===== config.mk =====
export PLATFORM = sky130hd
export DESIGN_NAME = sfs_cell
export DESIGN_NICKNAME = d
export VERILOG_FILES = /design/src/sv/sfs_pkg.sv /design/src/sv/sfs_cell.sv
export SDC_FILE = /design/constraint.sdc
export NUM_CORES = 1
export LEC_CHECK = 0
export ABC_AREA = 1
export BUFFER_PORTS_ARGS = -buffer_cell sky130_fd_sc_hd__buf_2
export CAP_MARGIN = 20
export CORE_ASPECT_RATIO = 0.7
export CORE_MARGIN = 5
export CORE_UTILIZATION = 43
export CTS_CLUSTER_DIAMETER = 50
export DETAILED_ROUTE_END_ITERATION = 10
export PLACE_DENSITY = 0.88
export SYNTH_ARGS = -nofsm -noshare
export SYNTH_HDL_FRONTEND = slang
export SYNTH_SLANG_ARGS = --single-unit

===== constraint.sdc =====
create_clock -name clock -period 3.7 [get_ports clock]
set_clock_uncertainty 0.2 [all_clocks]
set_input_delay 0.555 -clock clock [delete_from_list [all_inputs] [get_ports clock]]
set_output_delay 0.555 -clock clock [all_outputs]
set_load 0.01 [all_outputs]

===== src/sv/sfs_pkg.sv =====
package sfs_pkg;

   localparam int NUM_CLASSES_DEF = 8;
   localparam int MAX_SERVERS_DEF = 32;
   localparam int QUEUE_DEPTH_DEF = 256;
   localparam logic [5:0] SERVER_COUNT_RST = 6'd32;

   // cell operations
   localparam logic [1:0] CELL_HOLD   = 2'd0;
   localparam logic [1:0] CELL_SHIFT  = 2'd1;
   localparam logic [1:0] CELL_INSERT = 2'd2;

   typedef struct packed {
      logic        action;
      logic [2:0]  job_class;
      logic [5:0]  job_size;
      logic [31:0] job_id;
   } req_type;

   typedef struct packed {
      logic        entry_valid;
      logic [31:0] entry_id;
      logic [2:0]  entry_class;
      logic [5:0]  entry_size;
      logic        running;
      logic        last;
      logic [5:0]  free_servers;
      logic [8:0]  waiting_count;
      logic [31:0] fifo_violations;
      logic [8:0]  class_running_count;
      logic [8:0]  class_idle_count;
      logic        overflow;
   } rsp_type;

   typedef struct packed {
      logic [31:0] id;
      logic [2:0]  cls;
      logic [5:0]  size;
      logic        run;
   } job_type;

   typedef struct packed {
      logic [1:0] op;
      job_type    data;
   } cell_ctl_type;

   function automatic logic [8:0] inc_sat9(input logic [8:0] x);
      inc_sat9 = (x == 9'h1FF) ? x : x + 9'd1;
   endfunction

   function automatic logic [8:0] dec_floor9(input logic [8:0] x);
      dec_floor9 = (x == 9'd0) ? x : x - 9'd1;
   endfunction

   function automatic logic [8:0] sat_add9(input logic [8:0] a, input logic [8:0] b);
      logic [9:0] s;
      s = {1'b0, a} + {1'b0, b};
      sat_add9 = s[9] ? 9'h1FF : s[8:0];
   endfunction

endpackage


===== src/sv/sfs_cell.sv =====
module sfs_cell import sfs_pkg::*; (
   input  logic         clock,
   input  cell_ctl_type ctl,
   input  logic         app_sel,
   input  logic         live,
   input  logic         left_ge,
   input  job_type      left_job,
   input  job_type      right_job,
   output job_type      job,
   output logic         ge
);

   job_type job_ff, job_in;

   // entry stays ahead of a new job of equal or smaller need
   assign ge  = live && (ctl.data.size <= job_ff.size);
   assign job = job_ff;

   always_comb begin
      case (ctl.op)
         CELL_HOLD:   job_in = job_ff;
         CELL_SHIFT:  job_in = app_sel ? ctl.data : right_job;
         CELL_INSERT: job_in = ge ? job_ff : (left_ge ? ctl.data : left_job);
         default:     job_in = job_ff;
      endcase
   end

   always_ff @(posedge clock) begin
      job_ff <= job_in;
   end

endmodule


# ---- Word level (Yosys, flattened, before mapping)
# Cells that the tools add are included.
dict set report op_classes {
  n_lt_le_gt_ge 1
  n_eq_ne 3
  muxes 4
  reduce_logical 3
}
# op n
set op_table {}
lappend op_table {{42-bit 2-to-1 mux} 3}
lappend op_table {{42-bit case mux with 2 select lines} 1}
lappend op_table {{6-bit <= comparator} 1}
lappend op_table {{2-bit by 1-bit == test with 1-bit output (second input constant)} 1}
lappend op_table {{2-bit == test (second input constant)} 1}
lappend op_table {{2-bit != test (second input constant)} 1}
lappend op_table {{2-bit AND reduction} 1}
lappend op_table {{2-bit nonzero test} 1}
lappend op_table {{1-bit logical AND} 1}
dict set report totals {
  regBits 42
  output_inout_bits 43
}

# ---- Depth between registers and ports, before layout
# Gate-level depths: netlist (run 1).
dict set report logic_depth {
  depth_word 4
  mapped_depth 11
  depth_no_buf 11
}

# ---- Worst setup path before layout (run 1)
# No wires, ideal clock.
dict set report synth_timing {
  path_type {input-to-reg}
  from {input ctl[6] (netlist bit)}
  to {register job_ff, in the netlist job[0] (enable)}
  arrival_time_ps 2185
  slack_ps 915
  cell_stages 9
  n_path_buf 0
  cell_sequence {ha_1 nand2_1 nor2_1 nand2_1 nand3_1 nand2_1 nand2_1 nand2_1 nand2_1}
}
dict set report synth_between {
  elab_chain_len 4
}
# item line
set synth_lines {}
lappend synth_lines {{start: declaration} sfs_cell.sv:3} ;# input cell_ctl_type ctl,
lappend synth_lines {{6-bit <= comparator} sfs_cell.sv:16} ;# assign ge = live && (ctl.data.size <= job_ff.size);
lappend synth_lines {{1-bit logical AND} sfs_cell.sv:16}
lappend synth_lines {{2-bit != test (no source line)} n/a}
lappend synth_lines {{2-bit AND reduction (no source line)} n/a}
lappend synth_lines {{end signal: assignment} sfs_cell.sv:29} ;# job_ff <= job_in;
lappend synth_lines {{end: declaration} sfs_cell.sv:13} ;# job_type job_ff, job_in;
# Every way passes these cells.
# A chain may end at the register's enable or synchronous reset.

# ---- Worst setup path in the final report (run 1)
dict set report layout_timing {
  from {register job_ff, in the netlist job[6]}
  to {output ge}
}
dict set report layout_between {
  elab_chain_len 2
}
# item line
set layout_lines {}
lappend layout_lines {{6-bit <= comparator} sfs_cell.sv:16}
lappend layout_lines {{1-bit logical AND} sfs_cell.sv:16}
lappend layout_lines {{end: declaration} sfs_cell.sv:10} ;# output logic ge
# Every way passes these cells.

==> results of run 1 <==
through the flow:
step	hold slack, ns	total power, W	setup WS, ns	util	std cells
CTS	0.4217	0.001264	1.207	0.5946	554
global placement	0.7278	0.0009088	1.082	0.5778	547
global route	0.4218	0.001321	1.070	0.5946	554
detailed placement	0.7316	0.0009235	0.9081	0.5778	547
floorplan	0.6159	0.0007729	0.9148	-	317
finish	0.4282	0.001251	1.248	0.5946	554
kinds of logic after synthesis:
logic type / after synthesis / synth area share
simple gates: 143 / 0.2043
compound gates: 85 / 0.2179
flops: 42 / 0.4712
buf+inv: 41 / 0.07854
fa+ha+maj: 6 / 0.02805
power by group:
group	internal (W)	switching [W]	total (W)
sequential	0.000582	0.0000122	0.000594
combinational	0.000136	0.000183	0.000318
clock	0.000195	0.000144	0.000339
total	0.000913	0.000339	0.00125
how the worst min path moves through the flow:
stage | to | depth (start not counted) | slack, ns
6_report | job[9] | 3 | 0.43
5_1_grt | job[29] | 3 | 0.42
4_1_cts | job[29] | 3 | 0.42
3_5_place_dp | job[11] | 3 | 0.73
3_3_place_gp | job[24] | 3 | 0.73
2_1_floorplan | job[10] | 2 | 0.62
metal layers:
| layer | wire length (um) | vias up |
|---|---|---|
| met5 | 0 | - |
| met4 | 131 | 0 |
| met3 | 896 | 12 |
| met1 | 3279 | 1340 |
| li1 | - | 1449 |
| met2 | 3941 | 155 |
cell usage after synthesis:
cell and number:
buf_2 21, buf_6 2, inv_1 11, ha_1 6, nand2_1 139, a32oi_1 42, nor2_1 1, nand3_1 2
clkinv_1 1, edfxtp_1 42, nor2_4 1, buf_4 4, inv_2 2, a21oi_1 43
area by class of cell:
class                           instances  area [um2]  share of cell area
Multi-Input combinational cell        234        1207              0.3315
Clock inverter                          2       33.78            0.009275
Inverter                               14       52.55             0.01443
Timing Repair Buffer                  179       920.9              0.2528
Tap cell                               78       97.59             0.02679
Sequential cell                        42        1261              0.3463
Clock buffer                            5       68.82             0.01889
cells in the final DEF (no fill, tap or decap), drive strengths merged:
master	count
edfxtp	42
ha	6
clkinv	2
nand2	139
buf	179
clkbuf	5
bufinv	1
nor2	2
a21oi	43
inv	13
a32oi	42
nand3	2
worst max-delay path, stage by stage, from the launching register on:
cell      delay [ns]
edfxtp_1        0.35
inv_1           0.05
ha_1            0.29
nand2_1         0.09
nor2_1          0.18
nand2_1         0.08
nand3_1         0.07
nand2_1         0.06
nand2_1         0.07
inv_1           0.04
buf_2           0.13
==> flow_summary.yaml, run 1 <==
logic_synthesis:
  synth_area_leader_cell: "edfxtp_1"
  syn_nets: 455
  syn-mean-instance-area_um2: 8.443
  synthDistinctLibCells: 14
  yosys_warnings: 0
  yosysTopAreaCellShare: 0.4712
  synth.area.top_cells: "edfxtp_1, nand2_1, a32oi_1"
  synth_area_um2: 2676
  synth_cells: 317
  ys_ff_latch: 42
  ys_seq_area_frac: 0.4712
clock_tree:
  clk_latency_ns: 0.29
  cts_sinks: 42
  cts_tree: "yes"
  post_cts_resize_count: 0
  cts_root_buf: "clkbuf_8"
  postCtsHoldBufs: 0
  cts_buffers: 5
  postCtsSetupRepairBufs: 0
  clockBufferDepth: 2
  cts_max_level: 2
  clkTransAtPathRegs_ns: 0.08
sta:
  maxSlewViolCount: 0
  setup_tns_ns: 0
  final-setup-viol-count: 0
  slew_headroom: 0.4703
  tightest_slew_ns: 0.7946
  hold_viol_final: 0
  fmax_mhz: 407.8
  rsz0062_at_grt: "false"
  min_period_over_period: 0.6627
  min_period_ns: 2.452
critical_path:
  arrival_ns: 1.70
  reg2reg_depth: 11
  startpoint: "job[6]"
  crit_path_end: "ge"
  crit_fanout: 2
  reg2reg_slack_ns: 1.25
  timing.rr.start: "job[6]"
  cp-end-kind: "output pin"
  start_kind: "register"
  critPathRequiredTime_ns: 2.94
  r2r_end: "job[18]"
  crit_type: "register to output pin"
global_route:
  grt_pass1_wl_um: 13250
  antenna_found_initial: 0
  use_met2: 0.3420
  use_met1: 0.2455
  grt_use_total: 0.2012
  grt_max_degree: 85
  grt-ovfl-total: 0
  grt_pass1_vias: 2874
  grtUsageMet3: 0.06351
  top_usage_layer: "met2"
placed_design:
  gp_congestion: 0.8197
  portBuffers: 174
  place_area_um2: 3540
  dpl.hpwl_um: 6219
routing:
  dr_total_vias: 2956
  wl_um: 8249
  viasPerCell: 5.336
  drc: 0
  postRouteAntennaNets: 0
  drtIter0Drc: 187
  wire_per_inst_um: 14.89
  drt_first_pass_iters: 6
run:
  drv_cap: 0
final_layout:
  syn_to_final_growth_pct: 36.09
  largest_reg_flops: 42
  nets: 614
  fillCellCount: 545
  design_area_um2: 3642
  drive_above_1_share: 0.3971
  antenna_cells: 0
power_and_ir_drop:
  pwr_density_cell_nw_per_um2: 343.6
  ir_drop_mv: 0.1619
  power_leakage_nw: 1.721
run_status:
  status: "complete, no violations"
floorplan:
  core.rowCount: 24
  start_util: 0.4369
  die-area_um2: 7927
  io_pins: 175
  die_w_um: 104.3
  coreArea_um2: 6126
  die_h_um: 76.01
hold_path:
  min-delay-start: "right_job[9]"
  hold_path.class: "input pin to register"
Note: power is estimated with default switching activity, not from simulation.
==> run 2, diff against run 1 <==
--- a/config.mk
+++ b/config.mk
@@ -10,10 +10,10 @@
 export CAP_MARGIN = 20
 export CORE_ASPECT_RATIO = 0.7
 export CORE_MARGIN = 5
-export CORE_UTILIZATION = 43
+export CORE_UTILIZATION = 39
 export CTS_CLUSTER_DIAMETER = 50
 export DETAILED_ROUTE_END_ITERATION = 10
-export PLACE_DENSITY = 0.88
+export PLACE_DENSITY = 0.84
 export SYNTH_ARGS = -nofsm -noshare
 export SYNTH_HDL_FRONTEND = slang
 export SYNTH_SLANG_ARGS = --single-unit
==> constraint.sdc (replaced) <==
create_clock -name clock -period 2.2 [get_ports clock]
set_clock_uncertainty 0.2 [all_clocks]
set_input_delay 0.33 -clock clock [delete_from_list [all_inputs] [get_ports clock]]
set_output_delay 0.33 -clock clock [all_outputs]
set_load 0.01 [all_outputs]
==> flow_summary.yaml, run 2 (same netlist as run 1, synthesis figures left out) <==
floorplan:
  core.rowCount: 25
  coreArea_um2: 6725
  io_pins: 175
  die_h_um: 79.31
  die_w_um: 109.0
  die-area_um2: 8646
  start_util: 0.3980
clock_tree:
  postCtsHoldBufs: 0
  cts_sinks: 42
  clk_latency_ns: 0.29
  cts_root_buf: "clkbuf_8"
  cts_buffers: 5
  clockBufferDepth: 2
  cts_max_level: 2
  cts_tree: "yes"
  clkTransAtPathRegs_ns: 0.08
placed_design:
  portBuffers: 174
  place_area_um2: 3632
  gp_congestion: 0.7643
  dpl.hpwl_um: 6596
final_layout:
  design_area_um2: 3760
  antenna_cells: 0
  drive_above_1_share: 0.4146
  final_cell_mix: "buf_2, nand2_1, a21oi_1"
  final_common_cell: "buf_2"
  nets: 618
  multi_input_area_um2: 1255
  largest_reg_flops: 42
  fillCellCount: 644
  syn_to_final_growth_pct: 40.49
  seq_area_um2: 1261
critical_path:
  critPathTopFamily: "simple AND/OR/NAND/NOR gates"
  r2r_end: "job[21]"
  worstPathBufferInverterCount: 3
  cpMostUsedCell: "nand2_1"
  arrival_ns: 1.60
  cp_slowest_cell: "edfxtp_1"
  max_stage_delay_ns: 0.35
  crit_type: "register to output pin"
  crit_chain: "inv_1, ha_4, nand2_1, nor2_2, nand2_1, nand3_1, nand2_1, nand2_2, inv_1, buf_6"
  start_kind: "register"
  critPathRequiredTime_ns: 1.67
  crit_fanout: 2
  timing.rr.start: "job[4]"
  cp-end-kind: "output pin"
  reg2reg_slack_ns: 0.19
  reg2reg_depth: 11
sta:
  whs_ns: 0.1965
  fmax_mhz: 470.5
  final-setup-viol-count: 0
  hold_viol_final: 0
  tightest_slew_ns: 0.4458
  maxSlewViolCount: 0
  min_period_ns: 2.125
  min_period_over_period: 0.9661
  slew_headroom: 0.7028
global_route:
  antenna_found_initial: 0
  grt-ovfl-total: 0
  grt_use_total: 0.1922
  grt_max_degree: 55
  grt_pass1_vias: 2913
  grt_pass1_wl_um: 13120
routing:
  wire_per_inst_um: 15.11
  drt_first_pass_iters: 4
  postRouteAntennaNets: 0
  viasPerCell: 5.145
  drc: 0
  wl_um: 8676
  dr_total_vias: 2953
  drtIter0Drc: 190
hold_path:
  min-delay-start: "right_job[1]"
  hold_depth: 3
  min_to: "job[1]"
  hold_path.class: "input pin to register"
power_and_ir_drop:
  pwr_density_cell_nw_per_um2: 541.5
  ir_drop_mv: 0.2627
  power_leakage_nw: 1.748
  power_w: 0.002036
run_status:
  status: "complete, no violations"
run:
  drv_cap: 0
[run 2: stage by stage]
stage	utilization	setup WS [ns]	instances	TNS, ns
finish	0.5591	0.07464	574	0
global route	0.5591	-0.01160	574	-0.01160
CTS	0.5518	0.02354	574	0
detailed placement	0.5401	0.05969	567	0
global placement	0.5401	0.1530	567	0
floorplan	-	0.1370	317	0
[run 2: worst max path at each step]
stage,to,depth (start not counted),slack (ns),startpoint
detailed placement,job[17],11,0.06,ctl[6]
global route,ge,10,-0.01,job[3]
CTS,ge,10,0.02,job[6]
floorplan,job[0],10,0.14,job[6]
finish,ge,10,0.07,job[4]
global placement,job[14],11,0.15,ctl[6]
[run 2: area by class of cell]
class | instances | area share
multi-input cells | 234 | 0.3338
clock buffers | 5 | 0.01830
inverters | 14 | 0.01398
repair buffers | 183 | 0.2646
flip-flops and latches | 42 | 0.3354
well taps | 94 | 0.03128
clock inverters | 2 | 0.002662
[run 2: repair_timing]
action | in CTS | in global routing
endpoints found under the setup margin | 0 | 1
buffers inserted | 0 | 0
gates resized for setup | 0 | 6
[run 2: power by group]
group | leakage [nW] | switching (W) | internal [W]
clock network | 0.0438 | 0.000254 | 0.000213
logic | 1.30 | 0.000317 | 0.000253
registers | 0.403 | 0.0000207 | 0.000978
total | 1.75 | 0.000592 | 0.00144
[run 2: metal layers]
metal	wire, um	part of all wire	global-route usage
met5	0	0	0
met4	127	0.015	0.06431
met3	985	0.11	0.06255
met2	4154	0.48	0.3321
met1	3409	0.39	0.2239
[run 2: worst register-to-register path: cells and delay by family (launching register included)]
family / cells / cell delay (ns)
AND/OR/NAND/NOR: 8 / 0.63
adder cells (fa/ha/maj): 1 / 0.27
buffers and inverters: 2 / 0.25
flip-flops: 1 / 0.35
==> run 3, diff against run 2 <==
--- a/config.mk
+++ b/config.mk
@@ -13,7 +13,7 @@
 export CORE_UTILIZATION = 39
 export CTS_CLUSTER_DIAMETER = 50
 export DETAILED_ROUTE_END_ITERATION = 10
-export PLACE_DENSITY = 0.84
+export PLACE_DENSITY = 0.76
 export SYNTH_ARGS = -nofsm -noshare
 export SYNTH_HDL_FRONTEND = slang
 export SYNTH_SLANG_ARGS = --single-unit
==> flow_summary.yaml, run 3 (same netlist as run 1, synthesis figures left out) <==
sta:
  setup_tns_ns: 0
  hold_viol_final: 0
  final-setup-viol-count: 0
  min_period_ns: 2.105
  tightest_slew_ns: 0.4848
  slew_headroom: 0.6768
  fmax_mhz: 475.1
  whs_ns: 0.1979
  maxSlewViolCount: 0
  setup_ws_ns: 0.09535
  min_period_over_period: 0.9567
power_and_ir_drop:
  pwr_density_cell_nw_per_um2: 569.1
  ir_drop_mv: 0.2772
  power_leakage_nw: 1.769
clock_tree:
  clockBufferDepth: 2
  cts_root_buf: "clkbuf_8"
  postCtsHoldBufs: 0
  cts_tree: "yes"
  clk_latency_ns: 0.29
  cts_max_level: 2
  clkTransAtPathRegs_ns: 0.08
  cts_buffers: 5
  cts_sinks: 42
placed_design:
  dpl.hpwl_um: 6738
  gp_congestion: 0.7667
  place_area_um2: 3627
  dp.cells: 568
  portBuffers: 174
  dpl_worst_slack_ns: 0.09696
final_layout:
  drive_above_1_share: 0.4298
  nets: 621
  fillCellCount: 606
  design_area_um2: 3825
  largest_reg_flops: 42
  antenna_cells: 0
  final_common_cell: "buf_2"
  final_cells: 578
  syn_to_final_growth_pct: 42.92
  final_cell_mix: "buf_2, nand2_1, a21oi_1"
run:
  drv_cap: 0
global_route:
  antenna_found_initial: 0
  grt_pass1_wl_um: 13660
  grt_use_total: 0.2006
  grt_pass1_vias: 2900
  grt-ovfl-total: 0
  grt_max_degree: 45
run_status:
  status: "complete, no violations"
critical_path:
  cp_slowest_cell: "edfxtp_1"
  cp-end-kind: "output pin"
  crit_fanout: 2
  max_stage_delay_ns: 0.36
  arrival_ns: 1.57
  crit_type: "register to output pin"
  worstPathBufferInverterCount: 3
  critPathRequiredTime_ns: 1.67
  crit_chain: "inv_1, ha_4, nand2_4, nor2_4, nand2_1, nand3_1, nand2_2, nand2_2, inv_1, buf_2"
  critPathTopFamily: "simple AND/OR/NAND/NOR gates"
  start_kind: "register"
routing:
  wl_um: 8947
  drt_first_pass_iters: 5
  drc: 0
  wire_per_inst_um: 15.48
  viasPerCell: 5.170
  postRouteAntennaNets: 0
  dr_total_vias: 2988
  drtIter0Drc: 184
floorplan:
  coreArea_um2: 6725
  die_h_um: 79.31
  io_pins: 175
  start_util: 0.3980
  die-area_um2: 8646
  core.rowCount: 25
  die_w_um: 109.0
hold_path:
  hold_path.class: "input pin to register"
==> run 3: report_power, final <==
part | switching (W) | leakage (nW) | internal (W)
logic | 0.000328 | 1.31 | 0.000261
registers | 0.0000219 | 0.403 | 0.000978
clock network | 0.000250 | 0.0514 | 0.000338
total | 0.000600 | 1.77 | 0.00158
==> run 3: repair_timing <==
item / in CTS / in global routing
setup endpoints to repair: 0 / 11
buffers inserted: 0 / 2
gates resized for setup: 0 / 13
==> run 3: worst reg2reg max path: cells and delay by family, from the launching register on <==
kind / cells / cell delay [ns]
simple gates: 8 / 0.61
flops: 1 / 0.36
buf+inv: 3 / 0.33
fa+ha+maj: 1 / 0.27
==> run 3: final timing paths <==
kind / slack, ns / cells after the start / start / to
hold reg to reg: 1.14 / 8 / job[1] / job[40]
setup / recovery: 0.1 / 10 / job[3] / ge
setup reg to reg: 0.13 / 12 / job[3] / job[19]
hold / removal: 0.20 / 3 / right_job[3] / job[3]
==> run 3: routing by layer <==
metal	part of all wire	GRT usage	vias up	wire, um
li1	-	-	1463	-
met1	0.42	0.2494	1356	3716
met2	0.47	0.3462	163	4177
met3	0.11	0.05199	6	991
met4	0.0068	0.05044	0	61
met5	0	0	-	0
==> run 3: layout make-up <==
| type | instances | area, um2 | area share |
|---|---|---|---|
| multi-input combinational | 234 | 1285 | 0.3359 |
| sequential | 42 | 1261 | 0.3297 |
| timing repair buffer | 186 | 998.5 | 0.2610 |
| tap | 94 | 117.6 | 0.03075 |
| clock buffer | 6 | 72.57 | 0.01897 |
| inverter | 14 | 52.55 | 0.01374 |
| clock inverter | 2 | 37.54 | 0.009814 |
==> run 3: metrics by stage <==
step | power, W | utilization
global route | 0.002312 | 0.5687
global placement | 0.001549 | 0.5393
floorplan | 0.001300 | -
finish | 0.002177 | 0.5687
detailed placement | 0.001574 | 0.5393
CTS | 0.002165 | 0.5557
